==> src/design/rgba_to_yuv420_converter_macros.svh <==
// ----------------------------------------------------------------------------
// RGBA to YUV 4:2:0 converter assertion macros
// Shared concurrent assertion forms used by the converter top module.
// ----------------------------------------------------------------------------
`ifndef RGBA_TO_YUV420_CONVERTER_MACROS_SVH
`define RGBA_TO_YUV420_CONVERTER_MACROS_SVH

`ifndef NO_ASSERTIONS
`define R2Y_ASSERT_IMPLY(lbl, clk, rst, ante, cons, msg) \
   lbl: assert property (@(posedge clk) disable iff (rst) (ante) |-> (cons)) else $error(msg);
`define R2Y_ASSERT_NEXT(lbl, clk, rst, ante, cons, msg) \
   lbl: assert property (@(posedge clk) disable iff (rst) (ante) |=> (cons)) else $error(msg);
`else
`define R2Y_ASSERT_IMPLY(lbl, clk, rst, ante, cons, msg)
`define R2Y_ASSERT_NEXT(lbl, clk, rst, ante, cons, msg)
`endif

`endif

==> src/design/r2y_pkg.sv <==
// ----------------------------------------------------------------------------
// RGBA to YUV 4:2:0 converter package
// Shared widths, register codes, reset values and types.
// ----------------------------------------------------------------------------
package r2y_pkg;

   localparam int MAX_DIM_BITS = 12;
   localparam int DIM_W        = MAX_DIM_BITS + 1;
   localparam int CFG_SIZE_W   = 13;
   localparam int STRIDE_W     = 15;
   localparam int ADDR_W       = 26;
   localparam int PROD_W       = MAX_DIM_BITS + STRIDE_W;
   localparam int CSR_INDEX_W  = 3;
   localparam int CSR_DATA_W   = 15;

   localparam logic [CSR_INDEX_W-1:0] REG_SOURCE_WIDTH       = 3'd0;
   localparam logic [CSR_INDEX_W-1:0] REG_SOURCE_HEIGHT      = 3'd1;
   localparam logic [CSR_INDEX_W-1:0] REG_DEST_WIDTH         = 3'd2;
   localparam logic [CSR_INDEX_W-1:0] REG_DEST_HEIGHT        = 3'd3;
   localparam logic [CSR_INDEX_W-1:0] REG_LUMA_ROW_STRIDE    = 3'd4;
   localparam logic [CSR_INDEX_W-1:0] REG_CHROMA_ROW_STRIDE  = 3'd5;
   localparam logic [CSR_INDEX_W-1:0] REG_CHROMA_INTERLEAVED = 3'd6;

   localparam logic [CFG_SIZE_W-1:0] RESET_WIDTH  = 13'd1920;
   localparam logic [CFG_SIZE_W-1:0] RESET_HEIGHT = 13'd1080;
   localparam logic [STRIDE_W-1:0]   RESET_STRIDE = 15'd1920;

   typedef struct packed {
      logic [CFG_SIZE_W-1:0] source_width;
      logic [CFG_SIZE_W-1:0] source_height;
      logic [CFG_SIZE_W-1:0] dest_width;
      logic [CFG_SIZE_W-1:0] dest_height;
   } frame_cfg_type;

   typedef struct packed {
      logic [MAX_DIM_BITS-1:0] column;
      logic [MAX_DIM_BITS-1:0] row;
      logic                    in_window;
      logic                    chroma;
      logic                    last;
   } pixel_pos_type;

endpackage

==> src/design/rgba_to_yuv420_converter.sv <==
// ----------------------------------------------------------------------------
// RGBA to YUV 4:2:0 converter
// Converts a raster-order RGB pixel stream into BT.601 luma and chroma
// write transactions with destination byte addresses.
// ----------------------------------------------------------------------------
// Pixels enter on the req_ channel in raster order; alpha is not carried.
// Each pixel inside the copy window (the smaller of source and destination
// sizes) leaves as one transaction on the rsp_ channel with its luma value
// and luma address. Pixels on even rows and columns of the even-sized part
// of the window also carry Cb, Cr and a chroma address, planar or
// interleaved. Pixels outside the window produce no transaction, and
// rsp_frame_done marks the last pixel of the window.
// The datapath has an input register and a result register. One pixel is
// accepted every cycle while results are taken; the color math and the two
// address multipliers are combinational between the registers. When the
// receiver stalls, the result register holds and the input register fills,
// after which req_ready drops until a result is taken. Reset clears both
// pipeline stages and the raster counters and loads the registers with a
// 1920 by 1080 frame, strides of 1920 and planar chroma. The user writes
// registers over the csr_ port only while the block is idle; the block
// itself does not enforce this.
// ----------------------------------------------------------------------------
`include "rgba_to_yuv420_converter_macros.svh"

module rgba_to_yuv420_converter
   import r2y_pkg::*;
(
   input  logic                   clock,
   input  logic                   reset,

   input  logic                   csr_wr_en,
   input  logic [CSR_INDEX_W-1:0] csr_index,
   input  logic [CSR_DATA_W-1:0]  csr_wr_data,

   input  logic                   req_valid,
   output logic                   req_ready,
   input  logic [7:0]             req_red,
   input  logic [7:0]             req_green,
   input  logic [7:0]             req_blue,

   output logic                   rsp_valid,
   input  logic                   rsp_ready,
   output logic [7:0]             rsp_luma,
   output logic [ADDR_W-1:0]      rsp_luma_addr,
   output logic                   rsp_chroma_valid,
   output logic [7:0]             rsp_cb_value,
   output logic [7:0]             rsp_cr_value,
   output logic [ADDR_W-1:0]      rsp_chroma_addr,
   output logic                   rsp_frame_done
);

   frame_cfg_type          frame_cfg_ff;
   logic [STRIDE_W-1:0]    luma_stride_ff;
   logic [STRIDE_W-1:0]    chroma_stride_ff;
   logic                   interleaved_ff;

   pixel_pos_type          pos;
   logic                   req_accept;
   logic                   s2_ready;

   logic                   s1_valid_ff;
   logic                   s1_valid_in;
   pixel_pos_type          s1_pos_ff;
   logic [7:0]             s1_red_ff;
   logic [7:0]             s1_green_ff;
   logic [7:0]             s1_blue_ff;

   logic [7:0]             luma_in;
   logic [7:0]             cb_in;
   logic [7:0]             cr_in;
   logic [PROD_W-1:0]      luma_prod;
   logic [PROD_W-1:0]      chroma_prod;
   logic [MAX_DIM_BITS-1:0] chroma_col_off;
   logic [ADDR_W-1:0]      luma_addr_in;
   logic [ADDR_W-1:0]      chroma_addr_in;

   logic                   out_valid_ff;
   logic                   out_valid_in;
   logic [7:0]             out_luma_ff;
   logic [ADDR_W-1:0]      out_luma_addr_ff;
   logic                   out_chroma_valid_ff;
   logic [7:0]             out_cb_ff;
   logic [7:0]             out_cr_ff;
   logic [ADDR_W-1:0]      out_chroma_addr_ff;
   logic                   out_frame_done_ff;

   always_ff @(posedge clock) begin
      if (reset) begin
         frame_cfg_ff.source_width  <= RESET_WIDTH;
         frame_cfg_ff.source_height <= RESET_HEIGHT;
         frame_cfg_ff.dest_width    <= RESET_WIDTH;
         frame_cfg_ff.dest_height   <= RESET_HEIGHT;
         luma_stride_ff             <= RESET_STRIDE;
         chroma_stride_ff           <= RESET_STRIDE;
         interleaved_ff             <= 1'b0;
      end else if (csr_wr_en) begin
         unique case (csr_index)
            REG_SOURCE_WIDTH:       frame_cfg_ff.source_width  <= csr_wr_data[CFG_SIZE_W-1:0];
            REG_SOURCE_HEIGHT:      frame_cfg_ff.source_height <= csr_wr_data[CFG_SIZE_W-1:0];
            REG_DEST_WIDTH:         frame_cfg_ff.dest_width    <= csr_wr_data[CFG_SIZE_W-1:0];
            REG_DEST_HEIGHT:        frame_cfg_ff.dest_height   <= csr_wr_data[CFG_SIZE_W-1:0];
            REG_LUMA_ROW_STRIDE:    luma_stride_ff             <= csr_wr_data[STRIDE_W-1:0];
            REG_CHROMA_ROW_STRIDE:  chroma_stride_ff           <= csr_wr_data[STRIDE_W-1:0];
            REG_CHROMA_INTERLEAVED: interleaved_ff             <= csr_wr_data[0];
            default: begin
            end
         endcase
      end
   end

   assign s2_ready   = !out_valid_ff || rsp_ready;
   assign req_ready  = !s1_valid_ff || s2_ready;
   assign req_accept = req_valid && req_ready;

   r2y_raster u_raster (
      .clock   (clock),
      .reset   (reset),
      .advance (req_accept),
      .cfg     (frame_cfg_ff),
      .pos     (pos)
   );

   always_comb begin
      s1_valid_in = s1_valid_ff;
      if (req_accept) begin
         s1_valid_in = pos.in_window;
      end else if (s2_ready) begin
         s1_valid_in = 1'b0;
      end
   end

   always_ff @(posedge clock) begin
      if (reset) begin
         s1_valid_ff <= 1'b0;
      end else begin
         s1_valid_ff <= s1_valid_in;
      end
   end

   always_ff @(posedge clock) begin
      if (req_accept) begin
         s1_pos_ff   <= pos;
         s1_red_ff   <= req_red;
         s1_green_ff <= req_green;
         s1_blue_ff  <= req_blue;
      end
   end

   r2y_csc u_csc (
      .red      (s1_red_ff),
      .green    (s1_green_ff),
      .blue     (s1_blue_ff),
      .luma     (luma_in),
      .cb_value (cb_in),
      .cr_value (cr_in)
   );

   assign luma_prod      = PROD_W'(s1_pos_ff.row) * PROD_W'(luma_stride_ff);
   assign luma_addr_in   = ADDR_W'(luma_prod + PROD_W'(s1_pos_ff.column));
   assign chroma_prod    = PROD_W'(s1_pos_ff.row[MAX_DIM_BITS-1:1]) *
                           PROD_W'(chroma_stride_ff);
   assign chroma_col_off = interleaved_ff ? {s1_pos_ff.column[MAX_DIM_BITS-1:1], 1'b0}
                                          : MAX_DIM_BITS'(s1_pos_ff.column[MAX_DIM_BITS-1:1]);
   assign chroma_addr_in = ADDR_W'(chroma_prod + PROD_W'(chroma_col_off));

   assign out_valid_in = s2_ready ? s1_valid_ff : out_valid_ff;

   always_ff @(posedge clock) begin
      if (reset) begin
         out_valid_ff <= 1'b0;
      end else begin
         out_valid_ff <= out_valid_in;
      end
   end

   always_ff @(posedge clock) begin
      if (s1_valid_ff && s2_ready) begin
         out_luma_ff         <= luma_in;
         out_luma_addr_ff    <= luma_addr_in;
         out_chroma_valid_ff <= s1_pos_ff.chroma;
         out_cb_ff           <= s1_pos_ff.chroma ? cb_in : '0;
         out_cr_ff           <= s1_pos_ff.chroma ? cr_in : '0;
         out_chroma_addr_ff  <= s1_pos_ff.chroma ? chroma_addr_in : '0;
         out_frame_done_ff   <= s1_pos_ff.last;
      end
   end

   assign rsp_valid        = out_valid_ff;
   assign rsp_luma         = out_luma_ff;
   assign rsp_luma_addr    = out_luma_addr_ff;
   assign rsp_chroma_valid = out_chroma_valid_ff;
   assign rsp_cb_value     = out_cb_ff;
   assign rsp_cr_value     = out_cr_ff;
   assign rsp_chroma_addr  = out_chroma_addr_ff;
   assign rsp_frame_done   = out_frame_done_ff;

   `R2Y_ASSERT_IMPLY(a_no_chroma_zero, clock, reset, rsp_valid && !rsp_chroma_valid, rsp_cb_value == 8'd0 && rsp_cr_value == 8'd0 && rsp_chroma_addr == '0, "chroma fields not cleared without a chroma sample")
   `R2Y_ASSERT_IMPLY(a_luma_range, clock, reset, rsp_valid, rsp_luma >= 8'd16 && rsp_luma <= 8'd235, "luma outside the BT.601 range")
   `R2Y_ASSERT_NEXT(a_stage_hold, clock, reset, s1_valid_ff && !s2_ready, s1_valid_ff, "input stage lost a pixel during a stall")
   `R2Y_ASSERT_NEXT(a_window_capture, clock, reset, req_accept && pos.in_window, s1_valid_ff, "window pixel not captured")

endmodule

==> src/design/r2y_csc.sv <==
// ----------------------------------------------------------------------------
// BT.601 color space converter
// Integer RGB to Y, Cb and Cr with rounding, offsets and clamping.
// ----------------------------------------------------------------------------
module r2y_csc (
   input  logic [7:0] red,
   input  logic [7:0] green,
   input  logic [7:0] blue,
   output logic [7:0] luma,
   output logic [7:0] cb_value,
   output logic [7:0] cr_value
);

   localparam logic [17:0] Y_COEF_R  = 18'd66;
   localparam logic [17:0] Y_COEF_G  = 18'd129;
   localparam logic [17:0] Y_COEF_B  = 18'd25;
   localparam logic [17:0] CB_COEF_R = 18'd38;
   localparam logic [17:0] CB_COEF_G = 18'd74;
   localparam logic [17:0] CB_COEF_B = 18'd112;
   localparam logic [17:0] CR_COEF_R = 18'd112;
   localparam logic [17:0] CR_COEF_G = 18'd94;
   localparam logic [17:0] CR_COEF_B = 18'd18;
   localparam logic [17:0] ROUND     = 18'd128;
   localparam logic [10:0] Y_OFFSET  = 11'd16;
   localparam logic [10:0] C_OFFSET  = 11'd128;

   function automatic logic [7:0] clamp8(input logic [10:0] v);
      if (v[10]) begin
         clamp8 = 8'd0;
      end else if (v[9:8] != 2'b00) begin
         clamp8 = 8'd255;
      end else begin
         clamp8 = v[7:0];
      end
   endfunction

   logic [17:0] r_ext;
   logic [17:0] g_ext;
   logic [17:0] b_ext;
   logic [17:0] y_sum;
   logic [17:0] cb_sum;
   logic [17:0] cr_sum;
   logic [10:0] y_off;
   logic [10:0] cb_off;
   logic [10:0] cr_off;

   assign r_ext = 18'(red);
   assign g_ext = 18'(green);
   assign b_ext = 18'(blue);

   // Sums are two's complement in 18 bits; bits 17:8 give the floor shift.
   assign y_sum  = r_ext * Y_COEF_R + g_ext * Y_COEF_G + b_ext * Y_COEF_B + ROUND;
   assign cb_sum = b_ext * CB_COEF_B + ROUND - r_ext * CB_COEF_R - g_ext * CB_COEF_G;
   assign cr_sum = r_ext * CR_COEF_R + ROUND - g_ext * CR_COEF_G - b_ext * CR_COEF_B;

   assign y_off  = {y_sum[17], y_sum[17:8]} + Y_OFFSET;
   assign cb_off = {cb_sum[17], cb_sum[17:8]} + C_OFFSET;
   assign cr_off = {cr_sum[17], cr_sum[17:8]} + C_OFFSET;

   assign luma     = clamp8(y_off);
   assign cb_value = clamp8(cb_off);
   assign cr_value = clamp8(cr_off);

endmodule

==> src/design/r2y_raster.sv <==
// ----------------------------------------------------------------------------
// Raster position tracker
// Counts column and row of the source frame and classifies each pixel
// against the copy window.
// ----------------------------------------------------------------------------
module r2y_raster
   import r2y_pkg::*;
(
   input  logic          clock,
   input  logic          reset,
   input  logic          advance,
   input  frame_cfg_type cfg,
   output pixel_pos_type pos
);

   localparam int DIM_LIMIT = 1 << MAX_DIM_BITS;
   localparam int CMP_W     = (CFG_SIZE_W > DIM_W) ? CFG_SIZE_W : DIM_W;

   function automatic logic [DIM_W-1:0] eff_size(input logic [CFG_SIZE_W-1:0] v);
      logic [CMP_W-1:0] wide;
      wide = CMP_W'(v);
      if (v == '0) begin
         eff_size = DIM_W'(1);
      end else if (wide > CMP_W'(DIM_LIMIT)) begin
         eff_size = DIM_W'(DIM_LIMIT);
      end else begin
         eff_size = DIM_W'(wide);
      end
   endfunction

   logic [MAX_DIM_BITS-1:0] column_ff;
   logic [MAX_DIM_BITS-1:0] column_in;
   logic [MAX_DIM_BITS-1:0] row_ff;
   logic [MAX_DIM_BITS-1:0] row_in;
   logic [DIM_W-1:0]        src_w;
   logic [DIM_W-1:0]        src_h;
   logic [DIM_W-1:0]        dst_w;
   logic [DIM_W-1:0]        dst_h;
   logic [DIM_W-1:0]        win_w;
   logic [DIM_W-1:0]        win_h;
   logic [DIM_W-1:0]        win_w_even;
   logic [DIM_W-1:0]        win_h_even;
   logic [DIM_W-1:0]        col_ext;
   logic [DIM_W-1:0]        row_ext;
   logic [DIM_W-1:0]        col_next;
   logic [DIM_W-1:0]        row_next;

   assign src_w = eff_size(cfg.source_width);
   assign src_h = eff_size(cfg.source_height);
   assign dst_w = eff_size(cfg.dest_width);
   assign dst_h = eff_size(cfg.dest_height);
   assign win_w = (src_w < dst_w) ? src_w : dst_w;
   assign win_h = (src_h < dst_h) ? src_h : dst_h;
   assign win_w_even = {win_w[DIM_W-1:1], 1'b0};
   assign win_h_even = {win_h[DIM_W-1:1], 1'b0};

   assign col_ext  = {1'b0, column_ff};
   assign row_ext  = {1'b0, row_ff};
   assign col_next = col_ext + DIM_W'(1);
   assign row_next = row_ext + DIM_W'(1);

   always_comb begin
      column_in = column_ff;
      row_in    = row_ff;
      if (advance) begin
         if (col_next >= src_w) begin
            column_in = '0;
            row_in    = (row_next >= src_h) ? '0 : row_next[MAX_DIM_BITS-1:0];
         end else begin
            column_in = col_next[MAX_DIM_BITS-1:0];
         end
      end
   end

   always_ff @(posedge clock) begin
      if (reset) begin
         column_ff <= '0;
         row_ff    <= '0;
      end else begin
         column_ff <= column_in;
         row_ff    <= row_in;
      end
   end

   assign pos.column    = column_ff;
   assign pos.row       = row_ff;
   assign pos.in_window = (col_ext < win_w) && (row_ext < win_h);
   assign pos.chroma    = !column_ff[0] && !row_ff[0] &&
                          (col_ext < win_w_even) && (row_ext < win_h_even);
   assign pos.last      = (col_ext == win_w - DIM_W'(1)) && (row_ext == win_h - DIM_W'(1));

endmodule

==> config.mk <==
export PLATFORM = sky130hd
export DESIGN_NAME = rgba_to_yuv420_converter
export DESIGN_NICKNAME = d
export VERILOG_FILES = /design/src/design/r2y_pkg.sv /design/src/design/rgba_to_yuv420_converter.sv /design/src/design/r2y_csc.sv /design/src/design/r2y_raster.sv
export VERILOG_INCLUDE_DIRS = /design/src /design/src/design
export SDC_FILE = /design/constraint.sdc
export NUM_CORES = 2
export LEC_CHECK = 0
export BUFFER_PORTS_ARGS = -buffer_cell sky130_fd_sc_hd__clkbuf_2
export CORE_MARGIN = 2
export CORE_UTILIZATION = 31
export CTS_BUF_LIST = sky130_fd_sc_hd__clkbuf_4 sky130_fd_sc_hd__clkbuf_8 sky130_fd_sc_hd__clkbuf_16
export CTS_CLUSTER_SIZE = 12
export DETAILED_ROUTE_END_ITERATION = 6
export GPL_ROUTABILITY_DRIVEN = 0
export PLACE_DENSITY = 0.5
export RECOVER_POWER = 25
export SLEW_MARGIN = 20
export SYNTH_ARGS = -nofsm -noshare
export SYNTH_HDL_FRONTEND = slang
export SYNTH_HIERARCHICAL = 1
export SYNTH_SLANG_ARGS = --single-unit
==> constraint.sdc <==
create_clock -name clock -period 7.3 [get_ports clock]
set_input_delay 0.73 -clock clock [delete_from_list [all_inputs] [get_ports clock]]
set_output_delay 0.73 -clock clock [all_outputs]
set_load 0.05 [all_outputs]
==> flow_metrics.py <==
metrics = {
    "sta": {
        "tns_ns": 0,
        "fin_crit_sh_pct": 96.53,
        "finalSetupViolCount": 0,
        "final-hold-violation-count": 0,
        "clock_skew_ns": 0.03239,
        "final.setup.worst_slack_ns": 0.2535,
        "slew_viol_final": 117,
        "timing.fmax_ghz": 0.1419,
        "slew_headroom_pct": -150.1,
        "worst_slew_pin_slew_ns": 3.752,
        "period_minus_slack_ns": 7.047,
        "hold_ws_ns": 0.3226,
    },
    "route": {
        "ant_nets": 0,
        "drc": 0,
        "drt_iter0_drc": 1406,
        "drt_wl_total_mm": 88.30,
        "first_pass_iters": 5,
        "routedWlPerCell_um": 17.15,
        "viasPerCell": 4.762,
        "vias": 24530,
    },
    "synthesis": {
        "synth_flop_cell": "edfxtp_1",
        "syn_avg_cell_area_um2": 8.851,
        "synth_area_um2": 32360,
        "synthDistinctLibCells": 95,
        "synth_largest_area_cell": "fa_1",
        "ys_ff_latch": 237,
        "synth.area.top_cells": "fa_1 (21%), ha_1 (18%), edfxtp_1 (12%), inv_1 (7.3%), dfxtp_1 (6.7%)",
        "async_reset_ff_share_pct": 0,
        "synth_warnings": 6,
        "syn_nets": 4507,
        "yosysSeqAreaShare_pct": 18.62,
        "synth_edf_count": 128,
        "syn-instance-count": 3656,
        "synth.top_cell.area_share_pct": 21.34,
    },
    "placement": {
        "pre_cts_ws_ns": 0.09156,
        "dp_cells": 5080,
        "detailed_place.area_um2": 34600,
        "dp_hpwl_mm": 70.81,
        "port_buffers": 126,
    },
    "run_status": {
        "violations": "max-capacitance violations, max-slew violations",
        "outcome": "complete, but fails checks",
    },
    "finish": {
        "fill_cells": 10790,
        "area_growth_pct": 10.75,
        "final_area_um2": 35840,
        "fin_cells": 5150,
        "nets": 4591,
        "drive_above_1_share_pct": 7.594,
    },
    "grt": {
        "grt_pass1_vias": 24640,
        "grt_max_degree": 88,
        "track_usage_pct": 16.71,
        "antenna_found_initial": 3,
        "grt_pass1_wl_mm": 140.8,
        "grt.overflow.total": 0,
    },
    "critical_path": {
        "crit_end": "rsp_cr_value[5]",
        "cp_max_fo": 7,
        "r2r_end": "rsp_cr_value[5]",
        "path_class": "flop to flop",
        "arrival_ns": 7.38,
        "r2r_slack_ns": 0.25,
        "r2r_start": "s1_green_ff[5]",
        "crit_path_start_kind": "flop",
        "crit_required_ns": 7.63,
        "startpoint": "s1_green_ff[5]",
        "r2r_cells": 27,
        "end_kind": "flop",
    },
    "power": {
        "powerDensity_nw_per_um2": 294.5,
        "seq_power_share_pct": 17.2,
        "pwr-share-comb_pct": 66.4,
        "power.leakage_uw": 0.01714,
        "max-vdd-ir-drop_uv": 283.9,
        "swShare_pct": 46.84,
        "power.net_switching_uw": 4943,
        "clock_power_share_pct": 16.4,
        "power.internal_uw": 5610,
    },
    "floorplan": {
        "die-area_um2": 107000,
        "rows": 118,
        "die_h_um": 327.1,
        "start_util_pct": 31.27,
        "die_w_um": 327.1,
        "core-area_um2": 103500,
        "pin_count": 127,
    },
    "flow_run": {
        "maxCapViolations": 2,
    },
    "clock_network": {
        "cts.path.max_buffers": 3,
        "insertion_delay_ns": 0.60,
        "cts_num_sinks": 237,
        "clk_pin_slew_ns": 0.06,
        "tritoncts": "built",
        "clockRootBuffer": "clkbuf_16",
        "numCtsBuffers": 35,
        "hold_buffers": 0,
        "cts.htree.levels": 2,
    },
    "hold_path": {
        "hp-start": "req_red[0]",
        "hold_class": "input pin to flop",
    },
}
## logic make-up (layout without fill, tap and decap cells)
group	Yosys count	in the layout	share of synthesized area, %
and+or+nand+nor	1099	1099	16.70
AOI/OAI and AO/OA	553	553	10.95
buffers and inverters	760	870	8.889
DFF	237	237	18.62
xor gates and xnor gates	160	160	4.354
other	0	4	0
muxes	43	43	1.400
adders and majority gates	804	804	39.09
## state kept, by name, indices dropped and copies added, names as in the netlist, 12 cells and up
name and count:
luma_stride_ff 15, u_raster/row_ff 12, rsp_chroma_addr 26, chroma_stride_ff 15, u_raster/column_ff 12, rsp_luma_addr 26, frame_cfg_ff 52, s1_pos_ff 26
## power by group through the flow
stage	sequential (uW)	clock (uW)	combinational, uW
final	1810	1730	7010
after global routing	1830	1840	7940
after CTS	1820	1800	6900
after detailed placement	1840	0	6820
after global placement	1850	0	6810
after floorplan	2180	0	5000
## stage by stage
| stage | utilization [%] | power, uW |
|---|---|---|
| global placement | 33.41 | 8653 |
| floorplan | - | 7172 |
| finish | 34.63 | 10550 |
| global route | 34.62 | 11600 |
| CTS | 34.55 | 10520 |
| detailed placement | 33.43 | 8666 |
## synthesized netlist by cell type (20+ instances only)
library cell,count
clkbuf_1,117
mux2i_1,28
a21oi_1,214
ha_1,459
inv_1,627
nand4_1,23
a31oi_1,25
nand2b_1,26
nor2_1,131
and3_1,21
xor2_1,57
nand3_1,50
nor3_1,43
fa_1,345
o21a_1,26
edfxtp_1,128
a211oi_1,20
dfxtp_1,109
o21ai_0,92
nand3b_1,34
nand2_1,467
o21bai_1,24
nor2b_1,50
and2_1,189
a21o_1,49
xnor2_1,102
## layer usage
layer | track usage, % | vias up | part of all wire [%]
met2 | 25.88 | 398 | 44
li1 | - | 12130 | -
met3 | 1.859 | 83 | 3.4
met5 | 0 | - | 0
met4 | 4.328 | 0 | 2.2
met1 | 24.65 | 11920 | 51
## cells in the final DEF, fill, tap and decap left out, types with 21 or more instances in the layout
master	instances
a21o_1	49
a21oi_1	212
a31oi_1	25
and2_1	187
and3_1	21
buf_4	48
clkbuf_16	38
clkbuf_2	113
dfxtp_1	109
edfxtp_1	128
fa_1	345
ha_1	456
inv_1	627
mux2i_1	28
nand2_1	467
nand2b_1	26
nand3_1	50
nand3b_1	34
nand4_1	23
nor2_1	130
nor2b_1	49
nor3_1	43
o21a_1	26
o21ai_0	88
o21bai_1	24
xnor2_1	102
xor2_1	57
## worst min path at each step
stage / cells past startpoint / to / slack (ns)
floorplan: 0 / rsp_frame_done / 0.40
global placement: 0 / rsp_frame_done / 0.41
detailed placement: 0 / rsp_frame_done / 0.41
CTS: 1 / s1_red_ff[0] / 0.28
global route: 1 / s1_red_ff[0] / 0.30
finish: 1 / s1_red_ff[0] / 0.32
## repair_timing
item	in CTS	in global routing
endpoints found under the setup margin	0	9
setup buffers	0	3
gates resized for setup	0	14
## area by class of cell
cell class / count / area, um^2 / share of cell area (%)
clock inverters: 22 / 181.4 / 0.5062
repair buffers: 177 / 1010 / 2.817
diodes: 4 / 10.01 / 0.02793
clock buffers: 41 / 979.7 / 2.734
multi-input cells: 2659 / 23540 / 65.68
well taps: 1380 / 1727 / 4.818
flip-flops and latches: 237 / 6026 / 16.81
inverters: 630 / 2365 / 6.598
## critical path, stage by stage, from the launching register on
cell and delay [ns]:
edfxtp_1 0.41, buf_4 0.17, buf_4 0.15, fa_1 0.48, fa_1 0.49, inv_1 0.05
fa_1 0.52, inv_1 0.04, ha_1 0.32, a21boi_2 0.18, o21ai_2 0.15, nand2_1 0.08
xor2_1 0.16, fa_1 0.54, inv_1 0.04, ha_1 0.32, ha_4 0.27, a21oi_2 0.13
nor2b_1 0.05, a41o_1 0.25, o41a_4 0.41, a211o_1 0.33, and2_1 0.16, ha_1 0.22
and4b_4 0.36, a211oi_4 0.07, o31a_1 0.29, and2_1 0.15
Note: power is estimated with default switching activity, not from simulation.
